===== config.mk =====
export PLATFORM = sky130hd
export DESIGN_NAME = dbh_update
export DESIGN_NICKNAME = d
export VERILOG_FILES = /design/src/hw/rtl/dbh_pkg.sv /design/src/hw/rtl/dbh_update.sv
export SDC_FILE = /design/constraint.sdc
export NUM_CORES = 1
export LEC_CHECK = 0
export ABC_CLOCK_PERIOD_IN_PS = 2600
export BUFFER_PORTS_ARGS = -buffer_cell sky130_fd_sc_hd__buf_2
export CAP_MARGIN = 10
export CORE_UTILIZATION = 30
export DETAILED_ROUTE_END_ITERATION = 10
export GPL_TIMING_DRIVEN = 0
export PLACE_DENSITY = 0.75
export SYNTH_ARGS = -nofsm -noshare
export SYNTH_HDL_FRONTEND = slang
export SYNTH_SLANG_ARGS = --single-unit

===== constraint.sdc =====
create_clock -name vclk -period 2.6
set_input_delay 0.13 -clock vclk [all_inputs]
set_output_delay 0.13 -clock vclk [all_outputs]
set_load 0.05 [all_outputs]

===== src/hw/rtl/dbh_pkg.sv =====
package dbh_pkg;

    // map geometry
    localparam int unsigned MAP_WIDTH  = 512;
    localparam int unsigned MAP_HEIGHT = 512;
    localparam int unsigned CELLS      = MAP_WIDTH * MAP_HEIGHT;
    localparam int unsigned CELL_AW    = $clog2(CELLS);

    // item kinds
    localparam logic KIND_FRAGMENT = 1'b0;
    localparam logic KIND_READ     = 1'b1;

    // merge modes
    localparam logic MERGE_TWO_LAYERS = 1'b0;
    localparam logic MERGE_MAX_ONLY   = 1'b1;

    // gap code
    localparam int unsigned GAP_SHIFT    = 3;
    localparam logic [3:0]  GAP_CODE_MAX = 4'd15;

    typedef enum logic [1:0] {
        REG_MERGE_MODE          = 2'd0,
        REG_HEIGHT_THRESHOLD    = 2'd1,
        REG_MIN_LAYER_THICKNESS = 2'd2,
        REG_MIN_LAYER_GAP       = 2'd3
    } cfg_index_t;

    typedef struct packed {
        logic       kind;
        logic [8:0] cell_x;
        logic [8:0] cell_y;
        logic [7:0] frag_height;
        logic [3:0] frag_material;
        logic       from_down_object;
        logic       up_facing;
    } item_t;

    typedef struct packed {
        logic [7:0] low_level;
        logic [7:0] middle_level;
        logic [7:0] high_level;
        logic [3:0] low_mat;
        logic [3:0] high_mat;
        logic       is_double;
        logic [3:0] gap_code;
    } result_t;

    typedef struct packed {
        logic [7:0] low;
        logic [7:0] middle;
        logic [7:0] high;
        logic [3:0] low_mat;
        logic [3:0] high_mat;
    } cell_t;

    typedef struct packed {
        logic       merge_mode;
        logic [7:0] height_threshold;
        logic [7:0] min_layer_thickness;
        logic [7:0] min_layer_gap;
    } cfg_t;

endpackage


===== src/hw/rtl/dbh_update.sv =====
module dbh_update (
    input  dbh_pkg::cfg_t  cfg,
    input  dbh_pkg::item_t frag,
    input  dbh_pkg::cell_t old_cell,
    output dbh_pkg::cell_t new_cell
);

    always_comb
    begin
        new_cell = old_cell;
        if (frag.frag_height > cfg.height_threshold)
        begin
            if (cfg.merge_mode == dbh_pkg::MERGE_MAX_ONLY || frag.from_down_object)
            begin
                // higher fragment flattens the whole cell
                if (old_cell.high < frag.frag_height)
                begin
                    new_cell.low      = frag.frag_height;
                    new_cell.middle   = frag.frag_height;
                    new_cell.high     = frag.frag_height;
                    new_cell.low_mat  = frag.frag_material;
                    new_cell.high_mat = frag.frag_material;
                end
            end
            else if (frag.up_facing)
            begin
                if (old_cell.high < frag.frag_height)
                begin
                    new_cell.high     = frag.frag_height;
                    new_cell.high_mat = frag.frag_material;
                end
            end
            else if (old_cell.middle < frag.frag_height)
            begin
                new_cell.middle = frag.frag_height;
            end
        end
    end

endmodule


======== Yosys cells after proc, flatten, opt, wreduce, memory -nomap -nowiden ========
Cells that the tools add are included.
storage, ports and cells
  register bits ........................... 0
  input bits .............................. 90
  word-level logic and storage cells ...... 16
operators by class
  order comparisons ....................... 3
  multiplexer cells ....................... 12
  reductions and logical operators ........ 1
operator list
  operator                       count
  32-bit 2-to-1 mux              2
  8-bit 2-to-1 mux               5
  8-bit < comparator             2
  16-bit 2-to-1 mux              1
  4-bit 2-to-1 mux               4
  8-bit greater-than comparator  1
  1-bit logical OR               1

======== Logic depth before layout (Yosys ltp) ========
Gate-level depths: netlist of run 1.
  depth in word-level cells ............... 5
  mapped depth ............................ 9

======== Least setup slack after synthesis of run 1 ========
No wires, ideal clock.
  path kind ............................... input -> output
  start point ............................. in frag[8] in the netlist's numbering
  end point ............................... out new_cell[10] in the netlist's numbering
  arrival ................................. 1.977 ns
  data required time ...................... 2.470 ns
  setup slack ............................. 0.493 ns
  stages on the path ...................... 9
  path buffers ............................ 1
  path through ............................ inv_1 ha_1 a211o_1 a31oi_1 nor3_2 nor3_1 and3_1 buf_4 mux2_2
RTL lines
  what             RTL line         text
  start, declared  dbh_update.sv:3  input dbh_pkg::item_t frag,
  end, declared    dbh_update.sv:5  output dbh_pkg::cell_t new_cell

==> results of run 1 <==
## metrics by stage
step	total power, W	hold slack [ns]	util [%]	instances
6_report	0.000493	0.701	47.9	239
5_1_grt	0.000528	0.716	47.9	239
4_1_cts	0.000497	0.702	47.8	239
3_5_place_dp	0.000495	0.701	47.8	239
3_3_place_gp	0.000490	0.699	47.8	239
2_1_floorplan	0.000375	0.482	-	108
## kinds of logic (layout without fill, tap and decap cells)
kind of cell,after synthesis,after routing,share of synthesized area [%]
muxes,32,32,40.1
adders and majority gates,22,22,27.7
AOI/OAI and AO/OA,15,15,10.3
buffers and inverters,17,104,7.57
and+or+nand+nor,22,22,14.3
## final cells by class
| cell class | count | area [um^2] | area share (%) |
|---|---|---|---|
| buffer | 2 | 22.5 | 1.51 |
| inverter | 15 | 56.3 | 3.78 |
| multi-input combinational | 91 | 918 | 61.7 |
| tap | 44 | 55.1 | 3.70 |
| timing repair buffer | 87 | 435 | 29.3 |
## power by group
part	switching, W	internal, W	total (W)
registers	0	0	0
clock network	0	0	0
logic	0.000316	0.000177	0.000493
## what timing repair did
action / CTS / global route
hold endpoints to repair: 0 / 0
endpoints found under the setup margin: 0 / 20
hold buffers: 0 / 0
resized for setup: 0 / 2
## how the worst max path moves through the flow
stage,start,to,slack [ns],cells past startpoint
after floorplan,frag[8],new_cell[10],0.49,9
after global placement,frag[8],new_cell[11],0.10,11
after detailed placement,frag[8],new_cell[11],0.10,11
after CTS,frag[8],new_cell[11],0.09,11
after global routing,frag[8],new_cell[11],0.007,11
final,frag[8],new_cell[11],0.17,11
## placed cells by master (no fill, tap or decap), drive strengths merged, types with 2 or more instances in the layout
cell and count:
buf 89, mux2 32, ha 22, inv 15, nor2 6, o21ai 5
a211oi 3, nand4 3, nor3 3, nand2b 2, a211o 2, a31oi 2
nor4 2
## metal layers
layer / track usage (%) / vias up / share of wire [%]
li1: - / 581 / -
met1: 17.9 / 496 / 44
met2: 28.7 / 47 / 50
met3: 0.218 / 0 / 6.3
met4: 0 / 0 / 0
met5: 0 / - / 0
==> summary by stage, run 1 <==
Outcome
The flow ran to the end, and the final reports show no timing, DRC or antenna violations.

Timing
Setup repair after global routing left no endpoint under its margin. The max-slew violation count is 0. The sum of negative setup slack is 0 ns.

The final number of hold-violating endpoints is 0. The worst pin sits at a relative slew slack of 69.6%. The maximum frequency from static timing analysis is 412 MHz.

In the post-route analysis, the smallest setup slack over all paths is 0.174 ns. The final critical path takes up 93.3% of the cycle. Setup violations remaining at the end of the flow were counted as 0. The slew at the pin with the worst max-slew slack is 0.456 ns. The worst path in the final design needs a cycle of 2.43 ns, including I/O delays and setup.

Global routing
The largest net degree at the start of global routing is 11. The initial antenna violation count is 0. The number of global-route vias before repair came to 989. The first-pass GRT wire length is 4060 um. The total overflow left after global routing is 0.

The total routing usage reported by global routing is 14.4%.

Finish
After the last flow step, the layout net total stands at 309. Registers take 0 um^2. The repair_antennas step left the layout with diodes totalling 0. The number of inserted filler cells in the final layout is 349. The number of clock buffers in the layout is 0.

After routing the design area is 1490 um^2. Sequential cells placed in the final layout were counted as 0. The layout overhead on the synthesized area is 49.9%.

Of the cells placed in the final design, the portion with a size suffix greater than 1 is 64.6%.

Floorplan
From left edge to right edge, the die measures 59.5 um. 122 I/O pins were placed. For this configuration, the core starts out at a cell density of 32.0%.

The number of standard-cell rows in the floorplan is 20. The overall die area is 3540 um^2. The height of the chip is 59.5 um.

The area inside the core boundary is 3100 um^2.

Setup path
The cell type group with the largest total delay on the critical path is buffers and inverters. The startpoint-to-endpoint class of the critical path is input port to primary output. STA puts the critical path data arrival time at 2.30 ns. The most frequent cell on the critical path is buf_2.

The slowest stage of the critical path belongs to the cell mux2_2. The critical path data required time is 2.47 ns. The endpoint class of the critical path is a primary output. In this run the worst path has a maximum fanout of 10. STA classifies the critical path startpoint as an input port.

The delay of the slowest cell on the worst path is 0.34 ns. The signal on the critical path passes through buf_2 -> inv_1 -> ha_1 -> a211o_1 -> a31oi_1 -> nor3_2 -> nor3_1 -> and3_2 -> buf_6 -> mux2_2 -> buf_2. The number of buffers and inverters on the critical path is 4.

Routing
The routed layout has 1124 vias. The total DRC errors in the routed layout is 0. The routed via count divided by cell count is 4.70.

The first-pass iteration count of the detailed router is 4. For this block, the initial DRC count from the detailed router was 22. Summed over all layers, the routed wires come to 2650 um. The count of nets left with antenna violations once routing finished came out at 0. The wire length per cell after detailed routing is 11.1 um.

Placement
In this run the cell area measured after placement is 1480 um^2. Detailed placement ended at an HPWL of 2400 um. The congestion estimate from routability-driven global placement came to 0.749.

The number of input and output port buffers inserted is 87. Before CTS, the worst setup slack after placement is 0.103 ns.

Synth
The mean post-synth cell area is 9.19 um^2. The synthesized netlist occupies a cell area of 992 um^2. In the post-synthesis netlist, the biggest area contributors are ha_1 (28%), mux2_2 (25%), mux2_4 (15%). The Yosys step of the flow raised 0 warnings. Sorting the synthesized cells by how often they occur yields ha_1 (22), mux2_2 (22), inv_1 (15).

The number of nets produced by synthesis is 220. The unique cell type count in the Yosys netlist is 27. After technology mapping, the gate count stands at 108.

The share of the Yosys chip area taken by registers is 0%. The share of synthesized area in the top cell type comes to 27.7%. The cell type with the largest total area after synthesis is ha_1.

Job
The max-capacitance violation count is 0.

Hold path
The beginning of the worst hold path is old_cell[25]. Along the worst hold path, the cell count comes to 3. The class of the tightest hold or removal check is input port to primary output. The capture endpoint of the worst hold path is new_cell[25].

Power and ir drop
The power density relative to cell area is 332 nW/um^2. The maximum VDD drop is 154 uV. The static leakage is 0.858 nW.

Clock tree
The buffer count from post-CTS setup fixing is 0.
Note: power is estimated with default switching activity, not from simulation.
==> inputs of run 2 (changes only) <==
--- a/config.mk
+++ b/config.mk
@@ -8,10 +8,10 @@
 export ABC_CLOCK_PERIOD_IN_PS = 2600
 export BUFFER_PORTS_ARGS = -buffer_cell sky130_fd_sc_hd__buf_2
 export CAP_MARGIN = 10
-export CORE_UTILIZATION = 30
+export CORE_UTILIZATION = 35
 export DETAILED_ROUTE_END_ITERATION = 10
 export GPL_TIMING_DRIVEN = 0
-export PLACE_DENSITY = 0.75
+export PLACE_DENSITY = 0.86
 export SYNTH_ARGS = -nofsm -noshare
 export SYNTH_HDL_FRONTEND = slang
 export SYNTH_SLANG_ARGS = --single-unit
==> run 2 against run 1 <==
  * Sequential share of layout area did not move
  * Core utilization increased by 9.3 points
  * Via count decreased by 1.1%
  * Flip-flop and latch count did not move
  * Maximum frequency decreased by 1.1%
  * Die area decreased by 14%
  * Combinational power about the same
  * Critical path type unchanged
==> summary by stage, run 2 (synthesis results as in run 1) <==
Floorplan
The number of standard-cell rows in the floorplan is 18 (was 20). The die span in x is 55.2 um (was 59.5 um). The overall die area is 3050 um^2 (was 3540 um^2). The height of the chip is 55.2 um (was 59.5 um). The area inside the core boundary is 2570 um^2 (was 3100 um^2). The starting utilization of the core area came to 38.6% (was 32.0%).

The I/O pin count is 122 (unchanged).

Finish
The layout overhead on the synthesized area is 48.2% (was 49.9%). The commonest non-fill, non-tap cell in the layout is buf_2 (unchanged). The share of cells above drive strength 1 is 64.6% (unchanged).

The register cell area after layout is 0 um^2 (unchanged). Most frequent cells in the layout: buf_2 (87), mux2_2 (22), ha_1 (22) (unchanged). The final layout net count was 309 (unchanged). The total number of sequential cells is 0 (unchanged). The number of clock buffers in the layout is 0 (unchanged).

The summed area of non-filler cells in the final layout is 1470 um^2 (was 1490 um^2). The diode insertion count for antenna repair is 0 (unchanged).

Routing
The wire length per cell after detailed routing was 11.9 um (was 11.1 um). The routed via count divided by cell count was 4.94 (was 4.70). The initial detailed-routing violation count is 10 (was 22). The count of antenna-violating nets left after detailed routing is 0 (unchanged). The total routed wirelength is 2680 um (was 2650 um). The total DRC errors in the routed layout is 0 (unchanged). The first-pass iteration count of the detailed router is 4 (unchanged). The via count of the routed design is 1112 (was 1124).

Placement
The post-detailed-placement cell area came to 1470 um^2 (was 1480 um^2). The detailed placer's ending HPWL is 2410 um (was 2400 um). The number of input and output port buffers inserted is 87 (unchanged).

The routability congestion estimate from global placement is 0.709 (was 0.749).

Global routing
The total routing usage reported by global routing is 17.6% (was 14.4%). The initial antenna violation count came to 0 (unchanged). The total grt overflow was 0 (unchanged).

The largest net degree at the start of global routing is 11 (unchanged). The number of global-route vias before repair is 1108 (was 989). The first-pass GRT wire length is 4680 um (was 4060 um).

Setup path
The most frequent cell on the critical path is buf_2 (unchanged). The number of buffer and inverter instances along the worst setup path was 4 (unchanged). The cell type group with the largest total delay on the critical path is buffers and inverters (unchanged). Ordered list of cells on the worst path: buf_2 -> inv_1 -> ha_1 -> a211o_1 -> a31oi_1 -> nor3_2 -> nor4_4 -> nand2_2 -> buf_6 -> mux2_4 -> buf_2 (was buf_2 -> inv_1 -> ha_1 -> a211o_1 -> a31oi_1 -> nor3_2 -> nor3_1 -> and3_2 -> buf_6 -> mux2_2 -> buf_2).

The data arrival time of the critical path is 2.32 ns (was 2.30 ns). The largest fanout on the critical path is 10 (unchanged). The endpoint class of the critical path is a primary output (unchanged). The startpoint-to-endpoint class of the critical path is input port to primary output (unchanged). The delay of the slowest cell on the worst path is 0.31 ns (was 0.34 ns). The critical path data required time is 2.47 ns (about the same). The worst-path cell with the longest stage delay is nor4_4 (was mux2_2).

The element type at the critical path start is an input port (unchanged).

Timing
The clock period minus worst slack is 2.45 ns (was 2.43 ns). The maximum frequency from static timing analysis is 408 MHz (was 412 MHz). The sum of negative setup slack is 0 ns (unchanged). The final period utilization is 94.3% (was 93.3%). The final number of hold-violating endpoints is 0 (unchanged). The max-slew violation count is 0 (unchanged).

The setup violation total in the final timing report is 0 (unchanged). The slew at the pin with the worst max-slew slack is 0.436 ns (was 0.456 ns). Setup repair after global routing missed its margin: no (unchanged). The max-slew headroom at the worst pin came to 71.0% (was 69.6%).

Power and ir drop
The maximum VDD drop is 311 uV (was 154 uV). The power density relative to cell area is 337 nW/um^2 (was 332 nW/um^2). The total power of the final layout is 0.000495 W (was 0.000493 W). The static leakage came to 0.858 nW (about the same).

Outcome
Status: completed (unchanged).

Job
The max-capacitance violation count is 0 (unchanged).

Hold path
The class of the tightest hold or removal check was input port to primary output (unchanged).
## run 2: cell counts in the layout (fill, tap and decap cells not counted)
No cell type changed its count.
## run 2: cell type report
cell class	instances	area, um^2
Tap cell	30	37.5
Multi-Input combinational cell	91	918
Inverter	15	56.3
Timing Repair Buffer	87	435
Fill cell	249	1100
Buffer	2	22.5
## run 2: through the flow
step	hold WS, ns	std cells	worst slack [ns]	utilization, %
5_1_grt	0.715	225	0.0107	57.3
6_report	0.703	225	0.148	57.3
3_5_place_dp	0.704	225	0.135	57.1
4_1_cts	0.704	225	0.120	57.1
2_1_floorplan	0.482	108	0.493	-
3_3_place_gp	0.700	225	0.112	57.1
## run 2: worst paths after layout
path | end | depth (start not counted) | from
min | new_cell[24] | 3 | old_cell[24]
max | new_cell[30] | 11 | frag[8]
## run 2: repair_timing
item	4_1_cts	5_1_grt
buffers inserted	0	0
setup endpoints to repair	0	10
hold buffers	0	0
gates resized for setup	0	2
## run 2: report_power, final
group / total, W / leakage [nW] / switching, W / internal (W)
Combinational: 0.000495 / 0.858 / 0.000318 / 0.000177
Sequential: 0 / 0 / 0 / 0
Clock: 0 / 0 / 0 / 0
Total: 0.000495 / 0.858 / 0.000318 / 0.000177
## run 2: per-layer routing
| metal | vias up | wire length [um] | track usage (%) |
|---|---|---|---|
| met2 | 56 | 1310 | 34.9 |
| met1 | 474 | 1160 | 21.1 |
| met3 | 0 | 212 | 1.87 |
| met5 | - | 0 | 0 |
| met4 | 0 | 0 | 0 |
| li1 | 582 | - | - |
